**src/design/rcf_pkg.sv**
```systemverilog
// Shared types and constants for the remote code channel and repeat filter.
`default_nettype none

package rcf_pkg;

    localparam int BYTE_BITS      = 8;
    localparam int IN_CODE_BYTES  = 5;
    localparam int OUT_CODE_BYTES = 5;
    localparam int LENGTH_BITS    = 5;
    localparam int CFG_INDEX_BITS = 2;
    localparam int CFG_DATA_BITS  = 16;

    localparam logic [BYTE_BITS-1:0]     NIBBLE_MASK   = 8'h0F;
    localparam logic [BYTE_BITS-1:0]     CHANNEL_LIMIT = 8'd16;
    localparam logic [CFG_DATA_BITS-1:0] MASK_RESET    = 16'hFFFF;
    localparam logic [CFG_DATA_BITS-1:0] REPEAT_RESET  = 16'd10;

    typedef enum logic [1:0] {
        REASON_OK         = 2'd0,
        REASON_BAD_LENGTH = 2'd1,
        REASON_MASKED     = 2'd2,
        REASON_REPEAT     = 2'd3
    } reason_t;

    typedef enum logic [CFG_INDEX_BITS-1:0] {
        REG_REMOTE_FORMAT     = 2'd0,
        REG_CHANNEL_MASK      = 2'd1,
        REG_KEEP_CHANNEL_BITS = 2'd2,
        REG_REPEAT_TICKS      = 2'd3
    } reg_index_t;

    typedef struct packed {
        logic                     remote_format;
        logic [CFG_DATA_BITS-1:0] channel_mask;
        logic                     keep_channel_bits;
        logic [CFG_DATA_BITS-1:0] repeat_ticks;
    } cfg_t;

    typedef struct packed {
        logic                                     tick;
        logic [LENGTH_BITS-1:0]                   byte_count;
        logic [IN_CODE_BYTES-1:0][BYTE_BITS-1:0]  code_bytes;
    } item_t;

    typedef struct packed {
        logic                                     accepted;
        reason_t                                  reason;
        logic [BYTE_BITS-1:0]                     channel;
        logic [OUT_CODE_BYTES-1:0][BYTE_BITS-1:0] out_bytes;
    } result_t;

endpackage

`default_nettype wire

```
**src/design/remote_code_channel_repeat_filter.sv**
```systemverilog
// Top level of the remote code channel and repeat filter.
//
//  channel  | handshake           | word carries
//  ---------+---------------------+--------------------------------------------------
//  in       | in_valid/in_ready   | req_type, byte_count, code_byte_0..4
//  out      | out_valid/out_ready | accepted, reject_reason, channel, out_byte_0..4
//  cfg      | cfg_valid/cfg_ready | cfg_index (register number), cfg_data
//
// One word per cycle while the out channel does not stall: each word sits in the input
// register, where the filter logic and the last-code store act on it, and a code word's
// result is then registered for the out channel.
// Tick words advance the elapsed counter and leave no result.
// Reset is asynchronous, active low; configuration takes its reset values at once.
// A stalled out channel holds a code word in the input register and backs up into in_ready;
// a waiting result does not block a tick, nor a word entering behind a tick.
`default_nettype none

module remote_code_channel_repeat_filter
#(
    parameter int CODE_BYTES     = 5,
    parameter int MIN_CODE_BYTES = 3,
    parameter int TICK_BITS      = 16
)
(
    input  wire logic                               clk,
    input  wire logic                               rst_n,

    input  wire logic                               in_valid,
    output logic                                    in_ready,
    input  wire logic                               req_type,
    input  wire logic [4:0]                         byte_count,
    input  wire logic [7:0]                         code_byte_0,
    input  wire logic [7:0]                         code_byte_1,
    input  wire logic [7:0]                         code_byte_2,
    input  wire logic [7:0]                         code_byte_3,
    input  wire logic [7:0]                         code_byte_4,

    output logic                                    out_valid,
    input  wire logic                               out_ready,
    output logic                                    accepted,
    output logic [1:0]                              reject_reason,
    output logic [7:0]                              channel,
    output logic [7:0]                              out_byte_0,
    output logic [7:0]                              out_byte_1,
    output logic [7:0]                              out_byte_2,
    output logic [7:0]                              out_byte_3,
    output logic [7:0]                              out_byte_4,

    input  wire logic                               cfg_valid,
    output logic                                    cfg_ready,
    input  wire logic [rcf_pkg::CFG_INDEX_BITS-1:0] cfg_index,
    input  wire logic [rcf_pkg::CFG_DATA_BITS-1:0]  cfg_data
);

    rcf_pkg::cfg_t    cfg;
    rcf_pkg::item_t   s1_item_reg;
    rcf_pkg::result_t filt_result;
    rcf_pkg::result_t out_res_reg;
    logic             s1_valid_reg;
    logic             out_valid_reg;
    logic             out_free;
    logic             s1_go;

    rcf_cfg_regs u_cfg
    (
        .clk       (clk),
        .rst_n     (rst_n),
        .cfg_valid (cfg_valid),
        .cfg_ready (cfg_ready),
        .cfg_index (cfg_index),
        .cfg_data  (cfg_data),
        .cfg       (cfg)
    );

    // The out slot is free when empty or being emptied this edge. Ticks never
    // need it, so they leave the input register regardless.
    assign out_free = !out_valid_reg || out_ready;
    assign s1_go    = s1_valid_reg && (s1_item_reg.tick || out_free);
    assign in_ready = !s1_valid_reg || s1_go;

    always_ff @(posedge clk or negedge rst_n)
    begin
        if (!rst_n)
        begin
            s1_valid_reg <= 1'b0;
        end
        else if (in_ready)
        begin
            s1_valid_reg <= in_valid;
        end
    end

    always_ff @(posedge clk)
    begin
        if (in_valid && in_ready)
        begin
            s1_item_reg.tick       <= req_type;
            s1_item_reg.byte_count <= byte_count;
            s1_item_reg.code_bytes <= {code_byte_4, code_byte_3, code_byte_2,
                                       code_byte_1, code_byte_0};
        end
    end

    rcf_filter
    #(
        .CODE_BYTES     (CODE_BYTES),
        .MIN_CODE_BYTES (MIN_CODE_BYTES),
        .TICK_BITS      (TICK_BITS)
    )
    u_filter
    (
        .clk    (clk),
        .rst_n  (rst_n),
        .step   (s1_go),
        .item   (s1_item_reg),
        .cfg    (cfg),
        .result (filt_result)
    );

    // Result register: filled by a code word leaving the input register.
    always_ff @(posedge clk or negedge rst_n)
    begin
        if (!rst_n)
        begin
            out_valid_reg <= 1'b0;
        end
        else if (out_free)
        begin
            out_valid_reg <= s1_valid_reg && !s1_item_reg.tick;
        end
    end

    always_ff @(posedge clk)
    begin
        if (s1_go && !s1_item_reg.tick)
        begin
            out_res_reg <= filt_result;
        end
    end

    assign out_valid     = out_valid_reg;
    assign accepted      = out_res_reg.accepted;
    assign reject_reason = out_res_reg.reason;
    assign channel       = out_res_reg.channel;
    assign out_byte_0    = out_res_reg.out_bytes[0];
    assign out_byte_1    = out_res_reg.out_bytes[1];
    assign out_byte_2    = out_res_reg.out_bytes[2];
    assign out_byte_3    = out_res_reg.out_bytes[3];
    assign out_byte_4    = out_res_reg.out_bytes[4];

    a_stall_holds_word: assert property (@(posedge clk) disable iff (!rst_n)
        s1_valid_reg && !s1_go |=> s1_valid_reg && $stable(s1_item_reg))
        else $error("input register lost a stalled word");

    a_reject_zero_bytes: assert property (@(posedge clk) disable iff (!rst_n)
        out_valid_reg && !out_res_reg.accepted |-> out_res_reg.out_bytes == '0)
        else $error("rejected result carries code bytes");

endmodule

`default_nettype wire

```
**src/design/rcf_cfg_regs.sv**
```systemverilog
// Configuration register bank of the remote code filter.
`default_nettype none

module rcf_cfg_regs
(
    input  wire logic                               clk,
    input  wire logic                               rst_n,
    input  wire logic                               cfg_valid,
    output logic                                    cfg_ready,
    input  wire logic [rcf_pkg::CFG_INDEX_BITS-1:0] cfg_index,
    input  wire logic [rcf_pkg::CFG_DATA_BITS-1:0]  cfg_data,
    output rcf_pkg::cfg_t                           cfg
);

    rcf_pkg::cfg_t cfg_reg;

    assign cfg_ready = 1'b1;
    assign cfg       = cfg_reg;

    always_ff @(posedge clk or negedge rst_n)
    begin
        if (!rst_n)
        begin
            cfg_reg.remote_format     <= 1'b0;
            cfg_reg.channel_mask      <= rcf_pkg::MASK_RESET;
            cfg_reg.keep_channel_bits <= 1'b0;
            cfg_reg.repeat_ticks      <= rcf_pkg::REPEAT_RESET;
        end
        else if (cfg_valid && cfg_ready)
        begin
            case (cfg_index)
                rcf_pkg::REG_REMOTE_FORMAT:     cfg_reg.remote_format     <= cfg_data[0];
                rcf_pkg::REG_CHANNEL_MASK:      cfg_reg.channel_mask      <= cfg_data;
                rcf_pkg::REG_KEEP_CHANNEL_BITS: cfg_reg.keep_channel_bits <= cfg_data[0];
                rcf_pkg::REG_REPEAT_TICKS:      cfg_reg.repeat_ticks      <= cfg_data;
                default:                        cfg_reg                   <= cfg_reg;
            endcase
        end
    end

endmodule

`default_nettype wire

```
**src/design/rcf_filter.sv**
```systemverilog
// Channel extraction, stripping, masking and repeat check, with the last-code store.
`default_nettype none

module rcf_filter
#(
    parameter int CODE_BYTES     = 5,
    parameter int MIN_CODE_BYTES = 3,
    parameter int TICK_BITS      = 16
)
(
    input  wire logic             clk,
    input  wire logic             rst_n,
    input  wire logic             step,
    input  rcf_pkg::item_t        item,
    input  rcf_pkg::cfg_t         cfg,
    output rcf_pkg::result_t      result
);

    localparam int WIDE_BYTES  = (CODE_BYTES > rcf_pkg::IN_CODE_BYTES) ?
                                 CODE_BYTES : rcf_pkg::IN_CODE_BYTES;
    localparam int SHOWN_BYTES = (CODE_BYTES < rcf_pkg::OUT_CODE_BYTES) ?
                                 CODE_BYTES : rcf_pkg::OUT_CODE_BYTES;
    localparam int CMP_BITS    = (TICK_BITS > rcf_pkg::CFG_DATA_BITS) ?
                                 TICK_BITS : rcf_pkg::CFG_DATA_BITS;
    localparam int LB          = rcf_pkg::LENGTH_BITS;
    localparam int BB          = rcf_pkg::BYTE_BITS;

    logic [CODE_BYTES-1:0][BB-1:0] last_code_reg, last_code_next;
    logic [TICK_BITS-1:0]          elapsed_reg, elapsed_next;

    logic [WIDE_BYTES-1:0][BB-1:0] wide_bytes;
    logic [CODE_BYTES-1:0][BB-1:0] code_buf;
    logic [CODE_BYTES-1:0][BB-1:0] stripped;
    logic [CODE_BYTES-1:0][BB-1:0] stored;
    logic [3:0]                    nibble_chan;
    logic [BB-1:0]                 chan;
    logic                          len_ok;
    logic                          masked;
    logic                          same;
    logic                          suppress;
    rcf_pkg::result_t              res;

    always_comb
    begin
        wide_bytes = '0;
        wide_bytes[rcf_pkg::IN_CODE_BYTES-1:0] = item.code_bytes;
        code_buf = wide_bytes[CODE_BYTES-1:0];

        len_ok = (item.byte_count >= LB'(MIN_CODE_BYTES)) &&
                 (item.byte_count <= LB'(CODE_BYTES));

        // channel nibble sits in the top of the last received byte
        nibble_chan = '0;
        for (int i = 0; i < CODE_BYTES; i++)
        begin
            if (item.byte_count == LB'(i + 1))
                nibble_chan = code_buf[i][BB-1:4];
        end
        chan = cfg.remote_format ? code_buf[0] : {4'b0000, nibble_chan};

        stripped = code_buf;
        if (!cfg.keep_channel_bits)
        begin
            if (cfg.remote_format)
                stripped[0] = '0;
            else
            begin
                for (int i = 0; i < CODE_BYTES; i++)
                begin
                    if (item.byte_count == LB'(i + 1))
                        stripped[i] = code_buf[i] & rcf_pkg::NIBBLE_MASK;
                    if (item.byte_count == LB'(i + 3))
                        stripped[i] = code_buf[i] - {nibble_chan, 4'b0000};
                end
            end
        end

        masked = (chan >= rcf_pkg::CHANNEL_LIMIT) || !cfg.channel_mask[chan[3:0]];

        same = 1'b1;
        for (int i = 0; i < CODE_BYTES; i++)
        begin
            if ((LB'(i) < item.byte_count) && (last_code_reg[i] != stripped[i]))
                same = 1'b0;
        end
        suppress = same && (CMP_BITS'(elapsed_reg) < CMP_BITS'(cfg.repeat_ticks));

        // a repeat keeps the stored tail, a new code is stored zero-padded
        stored = last_code_reg;
        if (!same)
        begin
            for (int i = 0; i < CODE_BYTES; i++)
                stored[i] = (LB'(i) < item.byte_count) ? stripped[i] : '0;
        end

        res           = '0;
        res.reason    = rcf_pkg::REASON_OK;
        res.channel   = chan;
        if (!len_ok)
        begin
            res.reason  = rcf_pkg::REASON_BAD_LENGTH;
            res.channel = '0;
        end
        else if (masked)
            res.reason = rcf_pkg::REASON_MASKED;
        else if (suppress)
            res.reason = rcf_pkg::REASON_REPEAT;
        else
        begin
            res.accepted = 1'b1;
            for (int i = 0; i < SHOWN_BYTES; i++)
                res.out_bytes[i] = stored[i];
        end

        last_code_next = last_code_reg;
        elapsed_next   = elapsed_reg;
        if (step)
        begin
            if (item.tick)
            begin
                if (elapsed_reg != '1)
                    elapsed_next = elapsed_reg + 1'b1;
            end
            else if (res.accepted)
            begin
                last_code_next = stored;
                elapsed_next   = '0;
            end
        end
    end

    assign result = res;

    always_ff @(posedge clk or negedge rst_n)
    begin
        if (!rst_n)
        begin
            last_code_reg <= '0;
            elapsed_reg   <= '1;
        end
        else
        begin
            last_code_reg <= last_code_next;
            elapsed_reg   <= elapsed_next;
        end
    end

    a_accept_clears_elapsed: assert property (@(posedge clk) disable iff (!rst_n)
        step && !item.tick && res.accepted |=> elapsed_reg == '0)
        else $error("accepted code did not clear the elapsed counter");

    a_tick_saturates: assert property (@(posedge clk) disable iff (!rst_n)
        step && item.tick && (elapsed_reg == '1) |=> elapsed_reg == '1)
        else $error("elapsed counter wrapped past saturation");

endmodule

`default_nettype wire
```
**config.mk**
```make
export PLATFORM = sky130hd
export DESIGN_NAME = remote_code_channel_repeat_filter
export DESIGN_NICKNAME = d
export VERILOG_FILES = /design/src/design/rcf_pkg.sv /design/src/design/remote_code_channel_repeat_filter.sv /design/src/design/rcf_cfg_regs.sv /design/src/design/rcf_filter.sv
export SDC_FILE = /design/constraint.sdc
export NUM_CORES = 1
export LEC_CHECK = 0
export ABC_AREA = 1
export BUFFER_PORTS_ARGS = -buffer_cell sky130_fd_sc_hd__clkbuf_2
export CELL_PAD_IN_SITES_DETAIL_PLACEMENT = 0
export CELL_PAD_IN_SITES_GLOBAL_PLACEMENT = 2
export CORE_AREA = 4 4 188 190
export DETAILED_ROUTE_END_ITERATION = 10
export DIE_AREA = 0 0 192 194
export GPL_ROUTABILITY_DRIVEN = 0
export HOLD_SLACK_MARGIN = 0.1
export PLACE_DENSITY = 0.78
export SKIP_LAST_GASP = 1
export SYNTH_ARGS = -nofsm -noshare
export SYNTH_HDL_FRONTEND = slang
export SYNTH_HIERARCHICAL = 1
export SYNTH_SLANG_ARGS = --single-unit
```
**constraint.sdc**
```tcl
create_clock -name clk -period 3.9 [get_ports clk]
set_clock_uncertainty 0.05 [all_clocks]
set_input_delay 0.39 -clock clk [delete_from_list [all_inputs] [get_ports clk]]
set_output_delay 0.39 -clock clk [all_outputs]
set_load 0.05 [all_outputs]
```
==> results.cfg <==
[setup_path]
critPathLaunchType = flip-flop
max_stage_delay_ns = 0.48
critical_path.max_fanout = 16
worstPathArrival_ns = 4.39
cpMostUsedCell = buf_4
cp_slowest_cell = edfxtp_1
path_class = flip-flop to flip-flop
worstSetupEndpointType = flip-flop
r2r_cells = 28
required_ns = 4.19

[global_routing]
grt_pass1_vias = 9376
grt_pass1_wl_um = 50700
gr-total-overflow = 0
grt_max_degree = 52
antenna_found_initial = 0
track_usage = 0.174

[routing]
drc = 0
drt_pass1_iterations = 8
drtIter0Drc = 460
wl_per_cell_um = 16.6
routed_via_density = 4.73
ant_nets = 0
wl_um = 33200
dr_total_vias = 9442

[sta]
fin_tns_setup_ns = -11.82
setup_viol = 98
min_period_ns = 4.10
timing.final.max_slew_violations = 0
fin_ws_ns = -0.198
hold_violations = 0
fmax_mhz = 244
worstMarginPinSlew_ns = 0.916
max_slew_margin = 0.388
rsz0062_at_grt = yes
fin_crit_sh = 1.05

[finish]
final_util = 0.434
drive_above_1_share = 0.311
area_growth_pct = 37.0
fin_cells = 1997
largest_reg_flops = 46
fillCellCount = 3314
antenna_cells = 0
final_nets = 1636

[clock_network]
cts_tree = done
cts_sinks = 189
cts.htree.levels = 4
cts_root_buf = clkbuf_16
numCtsBuffers = 17
clock_latency_ns = 0.45
clk_path_buf_depth = 2
clk_transition_reported_paths_ns = 0.07

[floorplanning]
die_area_sq_um = 37200
num_rows = 67
die_h_um = 194
coreArea_sq_um = 33400
start_util = 0.317
fp.dieW_um = 192
io_pins = 123

[synth]
avgSynthCellArea_sq_um = 8.42
synth-edff-count = 97
ys_seq_area_frac = 0.496
syn_area_sq_um = 10600
synth_ff_type = edfxtp_1
ys_seq_elements = 189
async_reset_ff_frac = 0.487
ys_warn_count = 6
yosys.cell_types.count = 46
syn_inst = 1260
synth.net_count = 1360

[run_status]
status = finished, violations left
violations = setup timing

[place]
hpwl_um = 22700
post-place-cells = 1867
port_buffers = 121

[power]
power_mw = 6.09
power_leakage_nw = 6.88
ir_worst_vdd_mv = 0.417
power_density_nw_per_um2 = 419

[hold_path]
worstHoldPathType = primary input to flip-flop
whs_path_depth = 3

[flow_run]
drv_cap = 0
[worst paths after layout]
kind | startpoint | end | slack (ns)
worst max-delay path | s1_item_reg[44]$_DFFE_PP_ | u_filter/last_code_reg[23]$_DFFE_PN0P_ | -0.20
worst min-delay path | cfg_data[1] | u_cfg/cfg[18]$_DFFE_PN1P_ | 0.13
worst max register to register | s1_item_reg[44]$_DFFE_PP_ | u_filter/last_code_reg[23]$_DFFE_PN0P_ | -0.20
worst min register to register | u_cfg/cfg[30]$_DFFE_PN1P_ | u_cfg/cfg[30]$_DFFE_PN1P_ | 0.41
max in group asynchronous | rst_n | u_cfg/cfg[21]$_DFFE_PN1P_ | 2.52
min in group asynchronous | rst_n | u_filter/last_code_reg[36]$_DFFE_PN0P_ | 0.40
[worst max-delay path: cells and delay by family (launching register included)]
family	cells	cell delay, ns
buffers and inverters	12	1.59
AND/OR/NAND/NOR	14	1.59
flip-flops	1	0.48
AO/OA/AOI/OAI	2	0.26
[stage by stage]
step	worst slack [ns]	area [sq um]	hold WS [ns]
global route	-0.451	14500	0.118
CTS	-0.0611	13800	0.105
finish	-0.198	14500	0.128
floorplan	0.195	10600	0.0444
detailed placement	-0.325	12200	0.323
global placement	-0.272	12200	0.328
[final cells by class]
class / instances / area (sq um) / area share
clock inverter: 11 / 178 / 0.0122
timing repair inverter: 2 / 20.0 / 0.00138
timing repair buffer: 298 / 2400 / 0.165
tap: 448 / 561 / 0.0386
sequential: 189 / 5260 / 0.362
multi-input combinational: 895 / 5100 / 0.351
clock buffer: 21 / 483 / 0.0332
inverter: 133 / 534 / 0.0368
[metal layers]
metal,global-route usage,vias to the layer above,wire length (um)
met5,0,-,0
met4,0.0520,0,673
met3,0.0319,34,1440
met2,0.297,198,16400
met1,0.225,4496,14700
li1,-,4714,-
[where the power goes]
part	internal (mW)	switching, mW	total (mW)	leakage (nW)
sequential	2.44	0.243	2.68	2.04
combinational	0.558	0.879	1.44	4.52
clock	1.16	0.815	1.98	0.318
total	4.15	1.94	6.09	6.88
[synthesized netlist by cell type, drive strengths merged (3+ instances only)]
library cell  number  area, sq um
nand2            445         1730
inv              130          488
nand3            125          698
edfxtp            97         2910
nor2              60          279
dfrtp             58         1450
nand4             51          347
a21oi             41          205
buf               38          249
o21ai             37          189
dfstp             34          893
ha                31          388
xor2              28          245
and2              23          144
nor3              15         75.1
o31ai              6         45.0
clkbuf             5         18.8
nand3b             5         37.5
o211ai             5         37.5
or2                5         31.3
clkinv             3         11.3
nor4               3         18.8
o22ai              3         18.8
xnor2              3         26.3
[cells by family (layout without fill, tap and decap cells)]
group / Yosys count / count (layout) / share of synthesized area
xor+xnor: 31 / 31 / 0.0256
other cells: 1 / 1 / 0.000354
flops: 189 / 189 / 0.496
buf+inv: 176 / 465 / 0.0723
simple gates: 733 / 733 / 0.317
compound gates: 99 / 99 / 0.0520
fa+ha+maj: 31 / 31 / 0.0366
[placed cells by master, fill, tap and decap left out, types with 31 or more instances in the layout]
| cell | instances |
|---|---|
| a21oi_1 | 35 |
| buf_4 | 95 |
| clkbuf_2 | 120 |
| dfrtp_1 | 58 |
| dfstp_2 | 34 |
| dlygate4sd3_1 | 47 |
| edfxtp_1 | 97 |
| inv_1 | 100 |
| nand2_1 | 404 |
| nand2_2 | 31 |
| nand3_1 | 94 |
| nand4_1 | 48 |
| nor2_1 | 46 |
[what timing repair did]
item / 4_1_cts / 5_1_grt
gates cloned: 3 / 7
endpoints found under the setup margin: 99 / 99
setup buffers: 25 / 17
pin swaps: 32 / 39
hold buffers: 47 / 0
hold endpoints to repair: 64 / 0
gates resized for setup: 74 / 108
(Power assumes the default switching activity.)
